### config.mk
export PLATFORM = sky130hd
export DESIGN_NAME = glyph_row_pixel_writer_top_flat
export DESIGN_NICKNAME = d
export VERILOG_FILES = /design/src/design/grpw_pkg.sv /design/src/design/grpw_ifs.sv /design/src/design/grpw_front.sv /design/src/design/grpw_queue.sv /design/src/design/grpw_back.sv /design/src/design/glyph_row_pixel_writer_top.sv /design/src/flat_wrapper.sv
export SDC_FILE = /design/constraint.sdc
export NUM_CORES = 2
export LEC_CHECK = 0
export BUFFER_PORTS_ARGS = -buffer_cell sky130_fd_sc_hd__buf_2
export CAP_MARGIN = 20
export CELL_PAD_IN_SITES_DETAIL_PLACEMENT = 1
export CELL_PAD_IN_SITES_GLOBAL_PLACEMENT = 2
export CORE_AREA = 2 2 233 407
export DETAILED_ROUTE_END_ITERATION = 10
export DIE_AREA = 0 0 235 409
export HOLD_SLACK_MARGIN = 0.06
export MAX_ROUTING_LAYER = met4
export PLACE_DENSITY_LB_ADDON = 0.1
export SYNTH_ARGS = -nofsm -noshare
export SYNTH_HDL_FRONTEND = slang
export SYNTH_HIERARCHICAL = 1
export SYNTH_SLANG_ARGS = --single-unit
### constraint.sdc
create_clock -name clk -period 6.3 [get_ports clk]
set_input_delay 0.315 -clock clk [delete_from_list [all_inputs] [get_ports clk]]
set_output_delay 0.315 -clock clk [all_outputs]
set_load 0.005 [all_outputs]
### src/design/grpw_pkg.sv
package grpw_pkg;

  localparam int MAX_GLYPH_WIDTH = 24;
  localparam int QUEUE_DEPTH     = 2;
  localparam int ROW_BITS_W      = 24;
  localparam int PADDR_W         = 5;
  localparam int PDATA_W         = 32;
  localparam int LINE_START_W    = 28;
  localparam int PIX_IDX_W       = 29;

  // register map, index = paddr[4:2]
  typedef enum logic [2:0] {
    REG_TEXT_COLOR   = 3'd0,
    REG_BACK_COLOR   = 3'd1,
    REG_GLYPH_WIDTH  = 3'd2,
    REG_FRAME_BASE_0 = 3'd3,
    REG_FRAME_BASE_1 = 3'd4,
    REG_LINE_PIXELS  = 3'd5,
    REG_PIXEL_FORMAT = 3'd6
  } reg_idx_t;

  localparam logic [1:0] PIX_FMT_ARGB8888 = 2'd0;
  localparam logic [1:0] PIX_FMT_RGB888   = 2'd1;

  typedef enum logic [1:0] {
    SIZE_WORD = 2'd0,
    SIZE_RGB  = 2'd1,
    SIZE_HALF = 2'd2
  } wsize_t;

  localparam logic [31:0] TEXT_COLOR_RST   = 32'hFF00_0000;
  localparam logic [31:0] BACK_COLOR_RST   = 32'hFFFF_FFFF;
  localparam logic [4:0]  GLYPH_WIDTH_RST  = 5'd17;
  localparam logic [31:0] FRAME_BASE_0_RST = 32'hD200_0000;
  localparam logic [31:0] FRAME_BASE_1_RST = 32'hD217_7000;
  localparam logic [11:0] LINE_PIXELS_RST  = 12'd800;
  localparam logic [1:0]  PIXEL_FORMAT_RST = PIX_FMT_ARGB8888;

  typedef struct packed {
    logic [31:0] text_color;
    logic [31:0] back_color;
    logic [4:0]  glyph_width;
    logic [31:0] frame_base_0;
    logic [31:0] frame_base_1;
    logic [11:0] line_pixels;
    logic [1:0]  pixel_format;
  } cfg_t;

  // one classified glyph row, front to back
  typedef struct packed {
    logic [31:0]              base;
    logic [LINE_START_W-1:0]  line_start;
    logic [15:0]              x;
    logic [ROW_BITS_W-1:0]    bits;
    logic [4:0]               width;
    wsize_t                   size;
  } row_desc_t;

  // one pixel before address scaling
  typedef struct packed {
    logic [PIX_IDX_W-1:0] idx;
    logic [31:0]          color;
    logic [31:0]          base;
    wsize_t               size;
    logic                 last;
  } pix_t;

endpackage

### src/design/grpw_ifs.sv
interface grpw_in_if;
  logic        valid;
  logic        ready;
  logic        layer_sel;
  logic [15:0] x_pos;
  logic [15:0] row_y;
  logic [23:0] row_bits;

  modport source (output valid, layer_sel, x_pos, row_y, row_bits, input ready);
  modport sink (input valid, layer_sel, x_pos, row_y, row_bits, output ready);
endinterface

interface grpw_out_if;
  logic        valid;
  logic        ready;
  logic [31:0] write_addr;
  logic [31:0] write_data;
  logic [1:0]  write_size;
  logic        last_pixel;

  modport source (output valid, write_addr, write_data, write_size, last_pixel, input ready);
  modport sink (input valid, write_addr, write_data, write_size, last_pixel, output ready);
endinterface

### src/design/grpw_front.sv
module grpw_front (
  input  logic                 clk,
  input  logic                 rst,
  input  grpw_pkg::cfg_t       cfg,
  grpw_in_if.sink              row_in,
  output grpw_pkg::row_desc_t  desc,
  output logic                 desc_valid,
  input  logic                 desc_ready
);
  import grpw_pkg::*;

  logic [4:0]              width;
  logic [4:0]              width_p7;
  logic [1:0]              nbytes;
  logic [1:0]              pad_bytes;
  logic [ROW_BITS_W-1:0]   aligned;
  logic [LINE_START_W-1:0] line_start;
  wsize_t                  size;
  logic                    take;

  always_comb begin
    width = (cfg.glyph_width > 5'(MAX_GLYPH_WIDTH)) ? 5'(MAX_GLYPH_WIDTH) : cfg.glyph_width;
    width_p7 = width + 5'd7;
    nbytes = width_p7[4:3];
    pad_bytes = 2'd3 - nbytes;
    // move column zero to the top bit
    aligned = row_in.row_bits << {pad_bytes, 3'b000};
    line_start = {12'b0, row_in.row_y} * {16'b0, cfg.line_pixels};
    if (cfg.pixel_format == PIX_FMT_ARGB8888) begin
      size = SIZE_WORD;
    end else if (cfg.pixel_format == PIX_FMT_RGB888) begin
      size = SIZE_RGB;
    end else begin
      size = SIZE_HALF;
    end
  end

  assign row_in.ready = !desc_valid || desc_ready;
  assign take = row_in.valid && row_in.ready;

  always_ff @(posedge clk) begin
    if (rst) begin
      desc_valid <= 1'b0;
    end else if (row_in.ready) begin
      // drop zero-width rows here
      desc_valid <= row_in.valid && (width != 5'd0);
    end
  end

  always_ff @(posedge clk) begin
    if (take) begin
      desc.base <= row_in.layer_sel ? cfg.frame_base_1 : cfg.frame_base_0;
      desc.line_start <= line_start;
      desc.x <= row_in.x_pos;
      desc.bits <= aligned;
      desc.width <= width;
      desc.size <= size;
    end
  end

endmodule

### src/design/grpw_queue.sv
module grpw_queue #(
  parameter int DEPTH = grpw_pkg::QUEUE_DEPTH
) (
  input  logic                 clk,
  input  logic                 rst,
  input  grpw_pkg::row_desc_t  push_data,
  input  logic                 push_valid,
  output logic                 push_ready,
  output grpw_pkg::row_desc_t  pop_data,
  output logic                 pop_valid,
  input  logic                 pop_ready
);
  import grpw_pkg::*;

  localparam int PTR_W = $clog2(DEPTH);
  localparam int CNT_W = $clog2(DEPTH + 1);

  row_desc_t            slots [DEPTH];
  logic [PTR_W-1:0]     wr_ptr;
  logic [PTR_W-1:0]     rd_ptr;
  logic [CNT_W-1:0]     count;
  logic                 do_push;
  logic                 do_pop;

  assign push_ready = (count != CNT_W'(DEPTH));
  assign pop_valid = (count != '0);
  assign pop_data = slots[rd_ptr];
  assign do_push = push_valid && push_ready;
  assign do_pop = pop_valid && pop_ready;

  always_ff @(posedge clk) begin
    if (rst) begin
      wr_ptr <= '0;
      rd_ptr <= '0;
      count <= '0;
    end else begin
      if (do_push) begin
        wr_ptr <= (wr_ptr == PTR_W'(DEPTH - 1)) ? '0 : wr_ptr + 1'b1;
      end
      if (do_pop) begin
        rd_ptr <= (rd_ptr == PTR_W'(DEPTH - 1)) ? '0 : rd_ptr + 1'b1;
      end
      if (do_push && !do_pop) begin
        count <= count + 1'b1;
      end else if (do_pop && !do_push) begin
        count <= count - 1'b1;
      end
    end
  end

  always_ff @(posedge clk) begin
    if (do_push) begin
      slots[wr_ptr] <= push_data;
    end
  end

endmodule

### src/design/grpw_back.sv
module grpw_back (
  input  logic                 clk,
  input  logic                 rst,
  input  grpw_pkg::cfg_t       cfg,
  input  grpw_pkg::row_desc_t  desc,
  input  logic                 desc_valid,
  output logic                 desc_ready,
  grpw_out_if.source           pix_out
);
  import grpw_pkg::*;

  logic                    busy;
  logic [31:0]             base;
  logic [LINE_START_W-1:0] line_start;
  logic [15:0]             col;
  logic [ROW_BITS_W-1:0]   bits;
  logic [4:0]              remain;
  wsize_t                  size;

  logic                    p_valid;
  pix_t                    pix;
  logic                    o_valid;
  logic [31:0]             o_addr;
  logic [31:0]             o_data;
  wsize_t                  o_size;
  logic                    o_last;

  logic                    adv_o;
  logic                    adv_p;
  logic                    emit;
  logic                    last_now;
  logic                    load;
  logic [31:0]             idx32;
  logic [31:0]             offset;
  logic [31:0]             data;

  assign adv_o = !o_valid || pix_out.ready;
  assign adv_p = !p_valid || adv_o;
  assign emit = busy && adv_p;
  assign last_now = (remain == 5'd1);
  assign desc_ready = !busy || (emit && last_now);
  assign load = desc_valid && desc_ready;

  always_comb begin
    idx32 = 32'(pix.idx);
    unique case (pix.size)
      SIZE_WORD: begin
        offset = idx32 << 2;
        data = pix.color;
      end
      SIZE_RGB: begin
        offset = idx32 + (idx32 << 1);
        data = {8'h00, pix.color[23:0]};
      end
      default: begin
        offset = idx32 << 1;
        data = {16'h0000, pix.color[15:0]};
      end
    endcase
  end

  always_ff @(posedge clk) begin
    if (rst) begin
      busy <= 1'b0;
      p_valid <= 1'b0;
      o_valid <= 1'b0;
    end else begin
      if (load) begin
        busy <= 1'b1;
      end else if (emit && last_now) begin
        busy <= 1'b0;
      end
      if (adv_p) begin
        p_valid <= busy;
      end
      if (adv_o) begin
        o_valid <= p_valid;
      end
    end
  end

  always_ff @(posedge clk) begin
    if (load) begin
      base <= desc.base;
      line_start <= desc.line_start;
      col <= desc.x;
      bits <= desc.bits;
      remain <= desc.width;
      size <= desc.size;
    end else if (emit) begin
      col <= col + 16'd1;
      bits <= bits << 1;
      remain <= remain - 5'd1;
    end
    if (emit) begin
      pix.idx <= PIX_IDX_W'(line_start) + PIX_IDX_W'(col);
      pix.color <= bits[ROW_BITS_W-1] ? cfg.text_color : cfg.back_color;
      pix.base <= base;
      pix.size <= size;
      pix.last <= last_now;
    end
    if (adv_o && p_valid) begin
      o_addr <= pix.base + offset;
      o_data <= data;
      o_size <= pix.size;
      o_last <= pix.last;
    end
  end

  assign pix_out.valid = o_valid;
  assign pix_out.write_addr = o_addr;
  assign pix_out.write_data = o_data;
  assign pix_out.write_size = o_size;
  assign pix_out.last_pixel = o_last;

endmodule

### src/design/glyph_row_pixel_writer_top.sv
// Throughput: one pixel write per cycle while pix_out.ready holds; a row makes
// glyph_width writes (capped at 24) from the single back-end column generator.
// Rows follow each other with no gap; a zero-width row produces no writes.
// Reset (rst, synchronous) empties the pipeline and queue and restores the
// register defaults.
module glyph_row_pixel_writer_top #(
  parameter int QUEUE_DEPTH = grpw_pkg::QUEUE_DEPTH
) (
  input  logic                          clk,
  input  logic                          rst,
  input  logic                          psel,
  input  logic                          penable,
  input  logic                          pwrite,
  input  logic [grpw_pkg::PADDR_W-1:0]  paddr,
  input  logic [grpw_pkg::PDATA_W-1:0]  pwdata,
  output logic [grpw_pkg::PDATA_W-1:0]  prdata,
  output logic                          pready,
  grpw_in_if.sink                       row_in,
  grpw_out_if.source                    pix_out
);
  import grpw_pkg::*;

  cfg_t      cfg;
  reg_idx_t  reg_idx;
  logic      wr_en;
  row_desc_t front_desc;
  logic      front_valid;
  logic      front_ready;
  row_desc_t queue_desc;
  logic      queue_valid;
  logic      queue_ready;

  assign pready = 1'b1;
  assign reg_idx = reg_idx_t'(paddr[4:2]);
  assign wr_en = psel && penable && pwrite && pready;

  always_ff @(posedge clk) begin
    if (rst) begin
      cfg.text_color <= TEXT_COLOR_RST;
      cfg.back_color <= BACK_COLOR_RST;
      cfg.glyph_width <= GLYPH_WIDTH_RST;
      cfg.frame_base_0 <= FRAME_BASE_0_RST;
      cfg.frame_base_1 <= FRAME_BASE_1_RST;
      cfg.line_pixels <= LINE_PIXELS_RST;
      cfg.pixel_format <= PIXEL_FORMAT_RST;
    end else if (wr_en) begin
      unique case (reg_idx)
        REG_TEXT_COLOR:   cfg.text_color <= pwdata;
        REG_BACK_COLOR:   cfg.back_color <= pwdata;
        REG_GLYPH_WIDTH:  cfg.glyph_width <= pwdata[4:0];
        REG_FRAME_BASE_0: cfg.frame_base_0 <= pwdata;
        REG_FRAME_BASE_1: cfg.frame_base_1 <= pwdata;
        REG_LINE_PIXELS:  cfg.line_pixels <= pwdata[11:0];
        REG_PIXEL_FORMAT: cfg.pixel_format <= pwdata[1:0];
        default: ;
      endcase
    end
  end

  always_comb begin
    unique case (reg_idx)
      REG_TEXT_COLOR:   prdata = cfg.text_color;
      REG_BACK_COLOR:   prdata = cfg.back_color;
      REG_GLYPH_WIDTH:  prdata = {27'b0, cfg.glyph_width};
      REG_FRAME_BASE_0: prdata = cfg.frame_base_0;
      REG_FRAME_BASE_1: prdata = cfg.frame_base_1;
      REG_LINE_PIXELS:  prdata = {20'b0, cfg.line_pixels};
      REG_PIXEL_FORMAT: prdata = {30'b0, cfg.pixel_format};
      default:          prdata = '0;
    endcase
  end

  grpw_front u_front (
    .clk        (clk),
    .rst        (rst),
    .cfg        (cfg),
    .row_in     (row_in),
    .desc       (front_desc),
    .desc_valid (front_valid),
    .desc_ready (front_ready)
  );

  grpw_queue #(
    .DEPTH (QUEUE_DEPTH)
  ) u_queue (
    .clk        (clk),
    .rst        (rst),
    .push_data  (front_desc),
    .push_valid (front_valid),
    .push_ready (front_ready),
    .pop_data   (queue_desc),
    .pop_valid  (queue_valid),
    .pop_ready  (queue_ready)
  );

  grpw_back u_back (
    .clk        (clk),
    .rst        (rst),
    .cfg        (cfg),
    .desc       (queue_desc),
    .desc_valid (queue_valid),
    .desc_ready (queue_ready),
    .pix_out    (pix_out)
  );

endmodule

### src/flat_wrapper.sv
// flat-port wrapper written by rule: the top's interface ports become plain ports
module glyph_row_pixel_writer_top_flat import grpw_pkg::*;
#(
  parameter int QUEUE_DEPTH = grpw_pkg::QUEUE_DEPTH
)
  (clk, rst, psel, penable, pwrite, paddr, pwdata, prdata, pready, row_in_valid, row_in_layer_sel, row_in_x_pos, row_in_row_y, row_in_row_bits, row_in_ready, pix_out_valid, pix_out_write_addr, pix_out_write_data, pix_out_write_size, pix_out_last_pixel, pix_out_ready);
  grpw_in_if row_in_i ();
  grpw_out_if pix_out_i ();
  input  logic clk;
  input  logic rst;
  input  logic psel;
  input  logic penable;
  input  logic pwrite;
  input  logic [grpw_pkg::PADDR_W-1:0] paddr;
  input  logic [grpw_pkg::PDATA_W-1:0] pwdata;
  output logic [grpw_pkg::PDATA_W-1:0] prdata;
  output logic pready;
  input wire logic [$bits(row_in_i.valid)-1:0] row_in_valid;
  input wire logic [$bits(row_in_i.layer_sel)-1:0] row_in_layer_sel;
  input wire logic [$bits(row_in_i.x_pos)-1:0] row_in_x_pos;
  input wire logic [$bits(row_in_i.row_y)-1:0] row_in_row_y;
  input wire logic [$bits(row_in_i.row_bits)-1:0] row_in_row_bits;
  output wire logic [$bits(row_in_i.ready)-1:0] row_in_ready;
  output wire logic [$bits(pix_out_i.valid)-1:0] pix_out_valid;
  output wire logic [$bits(pix_out_i.write_addr)-1:0] pix_out_write_addr;
  output wire logic [$bits(pix_out_i.write_data)-1:0] pix_out_write_data;
  output wire logic [$bits(pix_out_i.write_size)-1:0] pix_out_write_size;
  output wire logic [$bits(pix_out_i.last_pixel)-1:0] pix_out_last_pixel;
  input wire logic [$bits(pix_out_i.ready)-1:0] pix_out_ready;
  assign row_in_i.valid = row_in_valid;
  assign row_in_i.layer_sel = row_in_layer_sel;
  assign row_in_i.x_pos = row_in_x_pos;
  assign row_in_i.row_y = row_in_row_y;
  assign row_in_i.row_bits = row_in_row_bits;
  assign row_in_ready = row_in_i.ready;
  assign pix_out_valid = pix_out_i.valid;
  assign pix_out_write_addr = pix_out_i.write_addr;
  assign pix_out_write_data = pix_out_i.write_data;
  assign pix_out_write_size = pix_out_i.write_size;
  assign pix_out_last_pixel = pix_out_i.last_pixel;
  assign pix_out_i.ready = pix_out_ready;
  glyph_row_pixel_writer_top #(.QUEUE_DEPTH(QUEUE_DEPTH)) u_core (.clk(clk), .rst(rst), .psel(psel), .penable(penable), .pwrite(pwrite), .paddr(paddr), .pwdata(pwdata), .prdata(prdata), .pready(pready), .row_in(row_in_i), .pix_out(pix_out_i));
endmodule
==> reports/metrics.yaml <==
status: "finished, final reports clean"
portBuffers: 199
rsz0062_at_grt: "false"
ir_drop_v: 0.000324
path_cells: "buf_4 -> nand2_1 -> fa_1 -> fa_1 -> inv_1 -> fa_1 -> fa_1 -> inv_1 -> fa_1 -> inv_1 -> ha_1 -> o2111ai_1 -> a21oi_2 -> o211ai_1 -> a21oi_1 -> a41oi_1 -> xnor2_1"
crit_path_end: "u_core/u_front/desc[73]"
worstPathRequired_ns: 6.69
r2r_cells: 17
drive_gt1_share_pct: 16.7
worst_path_max_delay_cell: "dfxtp_1"
ios: 203
routed_wl_um: 104000
mostFrequentLayoutCell: "edfxtp_1"
vias: 25300
crit_type: "flop to flop"
fp.dieH_um: 409
synth_nets: 3634
fp.coreArea_um2: 92800
utilization_pct: 48.4
regToRegSetupSlack_ns: 0.71
sw_frac_of_total_pct: 36.2
power.density_nw_per_um2: 433
die-area_um2: 96100
comb_power_share_pct: 38.5
synth_edf_count: 591
slew-limit-headroom_pct: 29.6
crit_start: "u_core/cfg[6]"
clk_latency_ns: 0.65
max_cap_viol_count: 0
gp_congestion: 0.885
internal_power_uw: 12400
drt_first_pass_iters: 5
drc: 0
tns_ns: 0
async_flop_share_pct: 0
r2r_start: "u_core/cfg[6]"
drtIter0Drc: 971
cpMostUsedCell: "fa_1"
grt_max_degree: 118
viasPerCell: 5.34
grt.overflow.total: 0
worst_clock_skew_ns: 0.0363
syn_avg_cell_area_um2: 12.2
start_kind: "flop"
synth_top_flop_cell: "edfxtp_1"
switchingPower_uw: 7040
p_leak_uw: 0.0178
syn_area_um2: 39600
arrival_ns: 5.98
dp_hpwl_um: 75200
start_util_pct: 42.7
cp-end-kind: "flop"
die_w_um: 235
clock_power_share_pct: 22.9
ys_seq_elements: 747
fmax_mhz: 179
min_period_over_period_pct: 88.8
antenna_found_initial: 3
ctsLongestPathBuffers: 3
ys_types: 90
crit_fanout: 14
max_stage_delay_ns: 0.78
global_route.usage.total_pct: 22.3
tritoncts: "yes"
synth_cells: 3239
cts_buffers: 71
cts_max_level: 3
timing.rr.end: "u_core/u_front/desc[73]"
drt-wirelength-per-cell_um: 22.0
worst-slew-pin-transition_ns: 1.06
finalHoldViolCount: 0
postCtsSetupRepairBufs: 0
clkTransAtPathRegs_ns: 0.07
fp-row-count: 148
synthToLayoutAreaGrowth_pct: 13.3
layout_common_cells: "edfxtp_1 (591), nand2_1 (337), inv_1 (207)"
cts-root-buf: "clkbuf_16"
slew_violations: 0
ant_nets: 0
p_seq_share_pct: 38.6
finalSetupViolCount: 0
nets: 3876
cts.sinks: 747
grt_pass1_vias: 28300
yosysSeqAreaShare_pct: 52.7
grt_pass1_wl_um: 162000
period_minus_slack_ns: 5.59
min_path_type: "input port to flop"
synth_warnings: 6
-- cells in the mapped netlist, types with 17 or more instances --
| library cell | number | area, µm² |
|---|---|---|
| edfxtp_1 | 591 | 17700 |
| nand2_1 | 337 | 1260 |
| inv_1 | 208 | 781 |
| mux2i_1 | 184 | 1840 |
| nor2_1 | 174 | 653 |
| dfxtp_1 | 156 | 3120 |
| mux2_2 | 152 | 1710 |
| ha_1 | 151 | 1890 |
| fa_1 | 143 | 2860 |
| nand2b_1 | 122 | 763 |
| o21ai_0 | 106 | 531 |
| a21oi_1 | 101 | 505 |
| and2_1 | 98 | 613 |
| clkbuf_1 | 83 | 312 |
| xnor2_1 | 75 | 657 |
| nor2b_1 | 37 | 231 |
| a21o_1 | 36 | 270 |
| nand3_1 | 36 | 180 |
| xor2_1 | 34 | 298 |
| mux2_4 | 30 | 450 |
| buf_2 | 26 | 130 |
| a211oi_1 | 24 | 180 |
| and3_1 | 22 | 138 |
| a22o_1 | 21 | 184 |
| o2bb2ai_1 | 21 | 184 |
| nor3_1 | 19 | 95.1 |
| o21ai_1 | 18 | 90.1 |
| a22oi_1 | 17 | 128 |
-- through the flow --
step                      power [µW]  hold WS (ns)  cell area [µm²]  worst slack, ns  std cells
after floorplan                12700         0.384            39600             1.29       3239
after global placement         14900         0.402            41800            0.711       4538
after detailed placement       15100         0.405            41800            0.647       4539
after CTS                      19700        0.0694            44900            0.640       4739
after global routing           20700         0.120            44900            0.348       4741
final                          19400        0.0968            44900            0.709       4741
-- per-layer routing --
metal	routed length [µm]	vias to the layer above	GRT usage (%)
met2	55200	408	40.3
met4	4620	0	9.59
li1	-	11900	-
met1	41700	12800	24.6
met3	2560	190	2.42
met5	0	-	-
-- power by group through the flow --
| stage | clock [µW] | combinational (µW) | sequential, µW |
|---|---|---|---|
| after floorplan | 0 | 5370 | 7370 |
| after global placement | 0 | 7360 | 7570 |
| after detailed placement | 0 | 7500 | 7620 |
| after CTS | 4580 | 7590 | 7530 |
| after global routing | 4740 | 8300 | 7620 |
| final | 4450 | 7470 | 7500 |
-- worst min path at each step --
| stage | start | endpoint | slack, ns | cells after the start |
|---|---|---|---|---|
| finish | row_in_row_bits[20] | u_core/u_front/desc[27] | 0.1 | 3 |
| global route | row_in_row_bits[16] | u_core/u_front/desc[23] | 0.12 | 3 |
| CTS | row_in_row_bits[20] | u_core/u_front/desc[27] | 0.07 | 3 |
| detailed placement | u_core/u_back/pix[45] | u_core/u_back/pix_out.write_data[10] | 0.41 | 0 |
| global placement | u_core/u_back/pix[45] | u_core/u_back/pix_out.write_data[10] | 0.40 | 0 |
| floorplan | rst | u_core/u_back/busy | 0.38 | 1 |
-- registers in the layout, summed over array words and instances, names as in the netlist, 2 cells and up, named ones only --
name                              cells
u_core/u_back/base                   32
u_core/u_back/idx32                  29
u_core/u_back/bits                   24
u_core/u_queue/count                  2
u_core/u_back/size                    2
u_core/u_back/pix_out.write_data     32
u_core/u_back/col                    16
u_core/u_queue/slots                214
u_core/u_back/pix_out.write_size      2
u_core/cfg                          147
u_core/u_back/remain                  5
u_core/u_back/pix_out.write_addr     32
u_core/u_back/pix                    67
u_core/u_back/line_start             28
u_core/u_front/desc                 107
-- what timing repair did --
action                                 4_1_cts  5_1_grt
resized for setup                            0        0
endpoints found under the hold margin      162        0
hold buffers                                69        0
-- final cells by class --
class,instances,area (µm²)
multi-input combinational,2136,17300
tap,1200,1500
inverter,211,797
timing repair buffer,314,2050
sequential,747,20900
clock inverter,43,482
clock buffer,88,1930
antenna,2,5.00
fill,9609,47900
-- cell families (layout without fill, tap and decap cells) --
group | count (synthesis) | count (layout) | synth area share [%]
AO/OA/AOI/OAI | 457 | 457 | 7.64
XOR/XNOR | 109 | 109 | 2.41
buffers and inverters | 356 | 656 | 3.83
multiplexers | 371 | 371 | 10.4
flip-flops | 747 | 747 | 52.7
AND/OR/NAND/NOR | 904 | 904 | 11.1
adder cells (fa/ha/maj) | 294 | 294 | 12.0
other | 1 | 3 | 0.00946
-- worst max-delay path: cells and delay by family (launching register included) --
| kind | cells | cell delay [ns] |
|---|---|---|
| AOI/OAI and AO/OA | 5 | 1.13 |
| adders and majority gates | 6 | 2.72 |
| xor gates and xnor gates | 1 | 0.16 |
| and+or+nand+nor | 1 | 0.08 |
| DFF | 1 | 0.78 |
| buffers and inverters | 4 | 0.43 |
No activity file was read; power rests on OpenSTA's default activity.
